--- src/rtl/core/b64dec_pkg.sv ---
// shared constants, queue entry type and alphabet lookup for the base64 stream decoder
package b64dec_pkg;

	localparam logic [7:0] CharUpperA = 8'h41;
	localparam logic [7:0] CharUpperZ = 8'h5A;
	localparam logic [7:0] CharLowerA = 8'h61;
	localparam logic [7:0] CharLowerZ = 8'h7A;
	localparam logic [7:0] CharDigit0 = 8'h30;
	localparam logic [7:0] CharDigit9 = 8'h39;
	localparam logic [7:0] CharPlus   = 8'h2B;
	localparam logic [7:0] CharSlash  = 8'h2F;
	localparam logic [7:0] CharPad    = 8'h3D;

	localparam logic [5:0] LowerBase = 6'd26;
	localparam logic [5:0] DigitBase = 6'd52;
	localparam logic [5:0] ValPlus   = 6'd62;
	localparam logic [5:0] ValSlash  = 6'd63;

	// result queue: room for one full burst of three beats plus slack
	localparam int QueueDepth = 8;
	localparam int PtrW       = $clog2(QueueDepth);
	localparam int CntW       = $clog2(QueueDepth + 1);
	localparam int MaxBurst   = 3;

	typedef struct packed {
		logic [7:0] data_byte;
		logic       byte_valid;
		logic       last_of_text;
	} entry_t;

	typedef struct packed {
		logic       hit;
		logic [5:0] value;
	} sextet_t;

	function automatic sextet_t char_value(logic [7:0] c);
		sextet_t r;
		r.hit   = 1'b1;
		r.value = '0;
		if (c >= CharUpperA && c <= CharUpperZ) begin
			r.value = 6'(c - CharUpperA);
		end else if (c >= CharLowerA && c <= CharLowerZ) begin
			r.value = 6'(c - CharLowerA) + LowerBase;
		end else if (c >= CharDigit0 && c <= CharDigit9) begin
			r.value = 6'(c - CharDigit0) + DigitBase;
		end else if (c == CharPlus) begin
			r.value = ValPlus;
		end else if (c == CharSlash) begin
			r.value = ValSlash;
		end else begin
			r.hit = 1'b0;
		end
		return r;
	endfunction

endpackage

--- src/rtl/core/base64_stream_decoder_top.sv ---
// base64 stream decoder: input register, one-pass group decode, result queue
// flow: an accepted character is held in the input register, then decoded and its beats written
//   into the result queue once the queue has room; the queue head drives the output directly
// throughput: one character per cycle unless stalled; the eight-entry result queue drains
//   one beat per cycle unless res_stall; input stalls only with under three free entries
// reset: arst_n clears pending values, count, padding flag, input valid and queue pointers
module base64_stream_decoder_top (
	input  logic       clk,
	input  logic       arst_n,
	input  logic       char_valid,
	output logic       char_stall,
	input  logic [7:0] text_char,
	input  logic       end_of_text,
	output logic       res_valid,
	input  logic       res_stall,
	output logic [7:0] data_byte,
	output logic       byte_valid,
	output logic       last_of_text
);

	// input stage
	logic       valid_s1;
	logic [7:0] char_s1;
	logic       last_s1;

	// decoder state
	logic [17:0] pend_q;
	logic [1:0]  pcnt_q;
	logic        pad_q;

	// result queue
	b64dec_pkg::entry_t                  queue_q [b64dec_pkg::QueueDepth];
	logic [b64dec_pkg::PtrW-1:0]         wr_ptr_q;
	logic [b64dec_pkg::PtrW-1:0]         rd_ptr_q;
	logic [b64dec_pkg::CntW-1:0]         cnt_q;

	logic                                room;
	logic                                proc;
	logic                                accept;
	logic                                pop;
	b64dec_pkg::sextet_t                 sx;
	logic                                is_pad;
	logic [17:0]                         pend1;
	logic [1:0]                          pcnt1;
	logic                                pad1;
	logic [7:0]                          e_byte [b64dec_pkg::MaxBurst];
	logic [1:0]                          n1;
	logic [7:0]                          f_byte [2];
	logic [1:0]                          nf;
	b64dec_pkg::entry_t                  burst [b64dec_pkg::MaxBurst];
	logic [1:0]                          nb;

	assign room       = cnt_q <= b64dec_pkg::CntW'(b64dec_pkg::QueueDepth - b64dec_pkg::MaxBurst);
	assign proc       = valid_s1 && room;
	assign char_stall = valid_s1 && !room;
	assign accept     = char_valid && !char_stall;
	assign pop        = res_valid && !res_stall;

	// phase one: the character itself
	always_comb begin
		sx     = b64dec_pkg::char_value(char_s1);
		is_pad = char_s1 == b64dec_pkg::CharPad;
		pend1  = pend_q;
		pcnt1  = pcnt_q;
		pad1   = pad_q;
		n1     = 2'd0;
		e_byte[0] = '0;
		e_byte[1] = '0;
		e_byte[2] = '0;
		if (!pad_q) begin
			if (is_pad) begin
				pad1  = 1'b1;
				pend1 = '0;
				pcnt1 = 2'd0;
				if (pcnt_q == 2'd2) begin
					e_byte[0] = {pend_q[11:6], pend_q[5:4]};
					n1        = 2'd1;
				end else if (pcnt_q == 2'd3) begin
					e_byte[0] = {pend_q[17:12], pend_q[11:10]};
					e_byte[1] = {pend_q[9:6], pend_q[5:2]};
					n1        = 2'd2;
				end
			end else if (sx.hit) begin
				if (pcnt_q == 2'd3) begin
					e_byte[0] = {pend_q[17:12], pend_q[11:10]};
					e_byte[1] = {pend_q[9:6], pend_q[5:2]};
					e_byte[2] = {pend_q[1:0], sx.value};
					n1        = 2'd3;
					pend1     = '0;
					pcnt1     = 2'd0;
				end else begin
					pend1 = {pend_q[11:0], sx.value};
					pcnt1 = pcnt_q + 2'd1;
				end
			end
		end
	end

	// phase two: flush of a partial group at the end of the text
	always_comb begin
		nf        = 2'd0;
		f_byte[0] = '0;
		f_byte[1] = '0;
		if (last_s1) begin
			if (pcnt1 == 2'd2) begin
				f_byte[0] = {pend1[11:6], pend1[5:4]};
				nf        = 2'd1;
			end else if (pcnt1 == 2'd3) begin
				f_byte[0] = {pend1[17:12], pend1[11:10]};
				f_byte[1] = {pend1[9:6], pend1[5:2]};
				nf        = 2'd2;
			end
		end
	end

	// assemble the beats of this character; phase one bytes leave nothing to flush
	always_comb begin
		for (int i = 0; i < b64dec_pkg::MaxBurst; i++) begin
			burst[i] = '0;
		end
		nb = 2'd0;
		if (n1 != 2'd0) begin
			for (int i = 0; i < b64dec_pkg::MaxBurst; i++) begin
				burst[i].data_byte  = e_byte[i];
				burst[i].byte_valid = 2'(i) < n1;
			end
			nb = n1;
		end else if (nf != 2'd0) begin
			for (int i = 0; i < 2; i++) begin
				burst[i].data_byte  = f_byte[i];
				burst[i].byte_valid = 2'(i) < nf;
			end
			nb = nf;
		end
		if (last_s1) begin
			// no byte to carry the end mark: one empty beat does
			if (nb == 2'd0) begin
				nb = 2'd1;
			end
			burst[nb - 2'd1].last_of_text = 1'b1;
		end
	end

	always_ff @(posedge clk or negedge arst_n) begin
		if (!arst_n) begin
			valid_s1 <= 1'b0;
		end else if (accept) begin
			valid_s1 <= 1'b1;
		end else if (proc) begin
			valid_s1 <= 1'b0;
		end
	end

	always_ff @(posedge clk) begin
		if (accept) begin
			char_s1 <= text_char;
			last_s1 <= end_of_text;
		end
	end

	always_ff @(posedge clk or negedge arst_n) begin
		if (!arst_n) begin
			pend_q <= '0;
			pcnt_q <= 2'd0;
			pad_q  <= 1'b0;
		end else if (proc) begin
			if (last_s1) begin
				pend_q <= '0;
				pcnt_q <= 2'd0;
				pad_q  <= 1'b0;
			end else begin
				pend_q <= pend1;
				pcnt_q <= pcnt1;
				pad_q  <= pad1;
			end
		end
	end

	always_ff @(posedge clk) begin
		if (proc) begin
			for (int i = 0; i < b64dec_pkg::MaxBurst; i++) begin
				if (2'(i) < nb) begin
					queue_q[wr_ptr_q + b64dec_pkg::PtrW'(i)] <= burst[i];
				end
			end
		end
	end

	always_ff @(posedge clk or negedge arst_n) begin
		if (!arst_n) begin
			wr_ptr_q <= '0;
			rd_ptr_q <= '0;
			cnt_q    <= '0;
		end else begin
			if (proc) begin
				wr_ptr_q <= wr_ptr_q + b64dec_pkg::PtrW'(nb);
			end
			if (pop) begin
				rd_ptr_q <= rd_ptr_q + b64dec_pkg::PtrW'(1);
			end
			cnt_q <= cnt_q + (proc ? b64dec_pkg::CntW'(nb) : '0)
				- (pop ? b64dec_pkg::CntW'(1) : '0);
		end
	end

	assign res_valid    = cnt_q != '0;
	assign data_byte    = queue_q[rd_ptr_q].data_byte;
	assign byte_valid   = queue_q[rd_ptr_q].byte_valid;
	assign last_of_text = queue_q[rd_ptr_q].last_of_text;

	a_queue_bound: assert property (@(posedge clk) disable iff (!arst_n)
		cnt_q <= b64dec_pkg::CntW'(b64dec_pkg::QueueDepth))
		else $error("result queue count beyond depth");

	a_stall_cause: assert property (@(posedge clk) disable iff (!arst_n)
		char_stall |-> (valid_s1 && !room))
		else $error("input stalled without a held character");

	a_text_close: assert property (@(posedge clk) disable iff (!arst_n)
		(proc && last_s1) |=> (pcnt_q == 2'd0 && !pad_q && pend_q == '0))
		else $error("decoder state not cleared after end of text");

	a_pad_flushed: assert property (@(posedge clk) disable iff (!arst_n)
		pad_q |-> (pcnt_q == 2'd0))
		else $error("values pending after padding");

	a_burst_nonempty: assert property (@(posedge clk) disable iff (!arst_n)
		(proc && last_s1) |-> (nb != 2'd0))
		else $error("end of text produced no beat");

endmodule
--- config.mk ---
export PLATFORM = sky130hd
export DESIGN_NAME = base64_stream_decoder_top
export DESIGN_NICKNAME = d
export VERILOG_FILES = /design/src/rtl/core/b64dec_pkg.sv /design/src/rtl/core/base64_stream_decoder_top.sv
export SDC_FILE = /design/constraint.sdc
export NUM_CORES = 1
export LEC_CHECK = 0
export BUFFER_PORTS_ARGS = -buffer_cell sky130_fd_sc_hd__buf_2
export CAP_MARGIN = 20
export CORE_ASPECT_RATIO = 0.6
export CORE_UTILIZATION = 57
export CTS_CLUSTER_DIAMETER = 30
export DETAILED_ROUTE_END_ITERATION = 10
export PLACE_DENSITY_LB_ADDON = 0.2
export SYNTH_ARGS = -nofsm -noshare
export SYNTH_HDL_FRONTEND = slang
export SYNTH_SLANG_ARGS = --single-unit
--- constraint.sdc ---
create_clock -name clk -period 4.2 [get_ports clk]
set_input_delay 1.26 -clock clk [delete_from_list [all_inputs] [get_ports clk]]
set_output_delay 1.26 -clock clk [all_outputs]
set_load 0.02 [all_outputs]
==> qor.txt <==
Max stage delay on crit path: 670 ps
register area share after synthesis: 0.411
final WL: 29.1 mm
Post-Syn Area: 8460 um^2
Reg2Reg Depth: 11
Antenna Cells: 0
total track usage: 0.392
CTS tree: yes
R2R Path Start: char_s1[2]$_DFFE_PP_
Worst Tran Pin Value: 901 ps
Sink Count: 121
Reg power frac: 0.300
Crit Reg-Reg Endpoint: queue_q[3][6]$_DFFE_PP_
DRC viols: 0
number of global-route vias before repair: 7037
Setup Skew: 6.69 ps
status: completed
Critical Path End: queue_q[3][6]$_DFFE_PP_
Slew Limit Fails: 0
Post-CTS Repair Setup Buffers: 0
pwr/cell area: 625 nW/um^2
setup_tns: 0 ps
M1 GR Usage: 0.568
drt pass-1 iters: 5
Post-synth top flop: edfxtp_1
worst-skew pair later-pin latency: 420 ps
max_cap viols: 0
final hold vios: 0
post-synth cell types: 83
top cell family by delay on the critical path: compound AO/OA/AOI/OAI gates
Hold WS: 531 ps
CTS buffer count: 17
nets@finish: 859
most frequent cells after synthesis: edfxtp_1 (89), nor3_1 (67), nand2_1 (56), a221oi_1 (41), inv_1 (35)
Setup crit start: char_s1[2]$_DFFE_PP_
critical path's slowest cell: a22oi_1
Root Buffer: clkbuf_16
cell-internal power: 3430 uW
P&R area growth vs syn: 13.7%
VDD IR-drop max: 0.000561 V
CP Cell Sequence: inv_1 -> ha_1 -> a21o_1 -> nand2_1 -> o211ai_2 -> a21oi_2 -> o31ai_4 -> buf_4 -> nor2_1 -> a22oi_1 -> a221oi_1
Avg WL per Cell: 28.2 um
critical path peak fanout: 13
Crit Path Category: reg -> reg
largest cells by area after synthesis: edfxtp_1 (32%), dfrtp_1 (9.5%), mux4_2 (5.3%)
port bufs: 24
period utilization: 0.952
Initial Util: 0.583
CTS clk-pin slew, worst paths: 60 ps
WP data required: 4320 ps
Overall Power: 6010 uW
Initial DRC Count: 1172
WP data arrival: 4120 ps
largest net degree at the start of global routing: 60
I/O Pins: 25
Seq cells post-synth: 121
Post-DP HPWL: 20.5 mm
Post-synth EDFFs: 89
RSZ-0062 raised after global routing: no
routability cong.: 1.01
Hold Crit Class: reg -> reg
Syn. warnings: 0
layer with the highest usage: met1
WP buf/inv: 2
reg-to-reg slack, setup: 200 ps
site row count: 34
first-pass GRT wire length: 43.9 mm
vias per inst: 7.36
Max H-tree Level: 4
Sw Pwr: 2580 uW
Max Clk Rate: 0.250 GHz
crit end category: flop
fin crit period: 4000 ps
Stages on worst setup path: 11
crit path launch type: flop
syn_nets: 819
area leader, netlist: edfxtp_1
Core ar.: 14500 um^2
Die H: 96.3 um
Die ar.: 15300 um^2
fillers: 1104
CTS max path bufs: 2
initial antenna violation count: 0
layout cells sized above 1: 0.236
share of the synthesized area in the top cell type: 0.316
clock network power share: 0.255
synthesized area per cell: 10.8 um^2
Logic pwr share: 0.445
P_leak: 0.00342 uW
Sw Share: 0.429
GR Util met3: 0.134
asr flop ratio synth: 0.264
Die Wd: 159 um
Post-Syn Instances: 782
worst rel slew slack: 0.393
Final ANT Viol Nets: 0
GR Layer Usage met2: 0.539
Via Count: 7598
Remaining Overflow, GRT: 0
most common cell in the netlist: edfxtp_1
Setup-failing EPs final: 0
-- power by group through the flow --
stage / Clock [uW] / Sequential, uW / Combinational [uW]
after floorplan: 0 / 1700 / 1840
after global placement: 0 / 1790 / 2520
after detailed placement: 0 / 1810 / 2560
after CTS: 1520 / 1790 / 2580
after global routing: 1580 / 1830 / 2840
final: 1530 / 1800 / 2670
-- layout make-up --
type | count | area, um^2 | area share
Inverter | 36 | 135 | 0.0141
Multi-Input combinational cell | 568 | 4620 | 0.480
Clock inverter | 14 | 174 | 0.0181
Sequential cell | 121 | 3470 | 0.361
Tap cell | 198 | 248 | 0.0258
Clock buffer | 17 | 425 | 0.0443
Timing Repair Buffer | 78 | 538 | 0.0560
-- through the flow --
| step | area, um^2 | setup slack [ps] | cells | util |
|---|---|---|---|---|
| 2_1_floorplan | 8460 | 55.7 | 782 | - |
| 3_5_place_dp | 8970 | 151 | 1001 | 0.619 |
| 5_1_grt | 9610 | 1.02 | 1032 | 0.662 |
| 6_report | 9610 | 200 | 1032 | 0.662 |
| 4_1_cts | 9570 | 114 | 1032 | 0.660 |
| 3_3_place_gp | 8970 | 212 | 1001 | 0.619 |
-- metal layers --
| layer | vias up | share of wire |
|---|---|---|
| met4 | 0 | 0.023 |
| met5 | - | 0 |
| li1 | 3200 | - |
| met1 | 3721 | 0.43 |
| met2 | 599 | 0.40 |
| met3 | 78 | 0.14 |
-- how the worst min path moves through the flow --
| stage | from | endpoint | slack, ps | cells past startpoint |
|---|---|---|---|---|
| after global routing | valid_s1$_DFFE_PN0P_ | valid_s1$_DFFE_PN0P_ | 590 | 2 |
| final | valid_s1$_DFFE_PN0P_ | valid_s1$_DFFE_PN0P_ | 530 | 2 |
| after global placement | valid_s1$_DFFE_PN0P_ | valid_s1$_DFFE_PN0P_ | 510 | 2 |
| after CTS | valid_s1$_DFFE_PN0P_ | valid_s1$_DFFE_PN0P_ | 540 | 2 |
| after detailed placement | valid_s1$_DFFE_PN0P_ | valid_s1$_DFFE_PN0P_ | 510 | 2 |
| after floorplan | valid_s1$_DFFE_PN0P_ | valid_s1$_DFFE_PN0P_ | 480 | 2 |
-- placed cells by master (no fill, tap or decap), types with 4 or more instances in the layout --
cell / n
a211oi_1: 12
a21oi_1: 22
a21oi_2: 4
a221oi_1: 40
a22o_1: 5
a22oi_1: 20
and2_1: 10
and3_1: 11
buf_2: 24
buf_4: 53
clkbuf_16: 17
clkinv_4: 5
dfrtp_1: 32
edfxtp_1: 89
ha_1: 22
inv_1: 35
mux2_2: 11
mux2i_1: 18
mux4_2: 20
nand2_1: 56
nand2b_1: 6
nand3_1: 22
nor2_1: 27
nor2b_1: 4
nor3_1: 65
o211a_1: 4
o21a_1: 5
o21ai_0: 31
o21bai_1: 9
o22ai_1: 18
o31a_1: 8
o31ai_1: 14
o31ai_4: 8
o32ai_4: 8
or3_1: 7
xnor2_1: 4
xor2_1: 4
-- worst min-delay path, cell delays in order (launching register included) --
cell and delay, ps:
dfrtp_1 350, nand2_1 80, nand2b_1 70
-- flip-flops by register name (all words and copies together), names as in the netlist --
name / cells
pcnt_q: 2
wr_ptr_q: 3
pad_q: 1
queue_q: 80
pend_q: 18
valid_s1: 1
last_s1: 1
char_s1: 8
cnt_q: 4
rd_ptr_q: 3
-- repair_timing --
action / 4_1_cts / 5_1_grt
gates resized for setup: 0 / 7
hold buffers: 0 / 0
setup endpoints to repair: 0 / 44
-- kinds of logic (layout without fill, tap and decap cells) --
family,Yosys count,count (layout),share of synthesized area
flops,121,121,0.411
xor+xnor,8,8,0.00829
buf+inv,93,145,0.0508
mux,49,49,0.0892
simple gates,236,236,0.143
compound gates,251,251,0.261
fa+ha+maj,24,24,0.0373
Note: power is estimated with default switching activity, not from simulation.
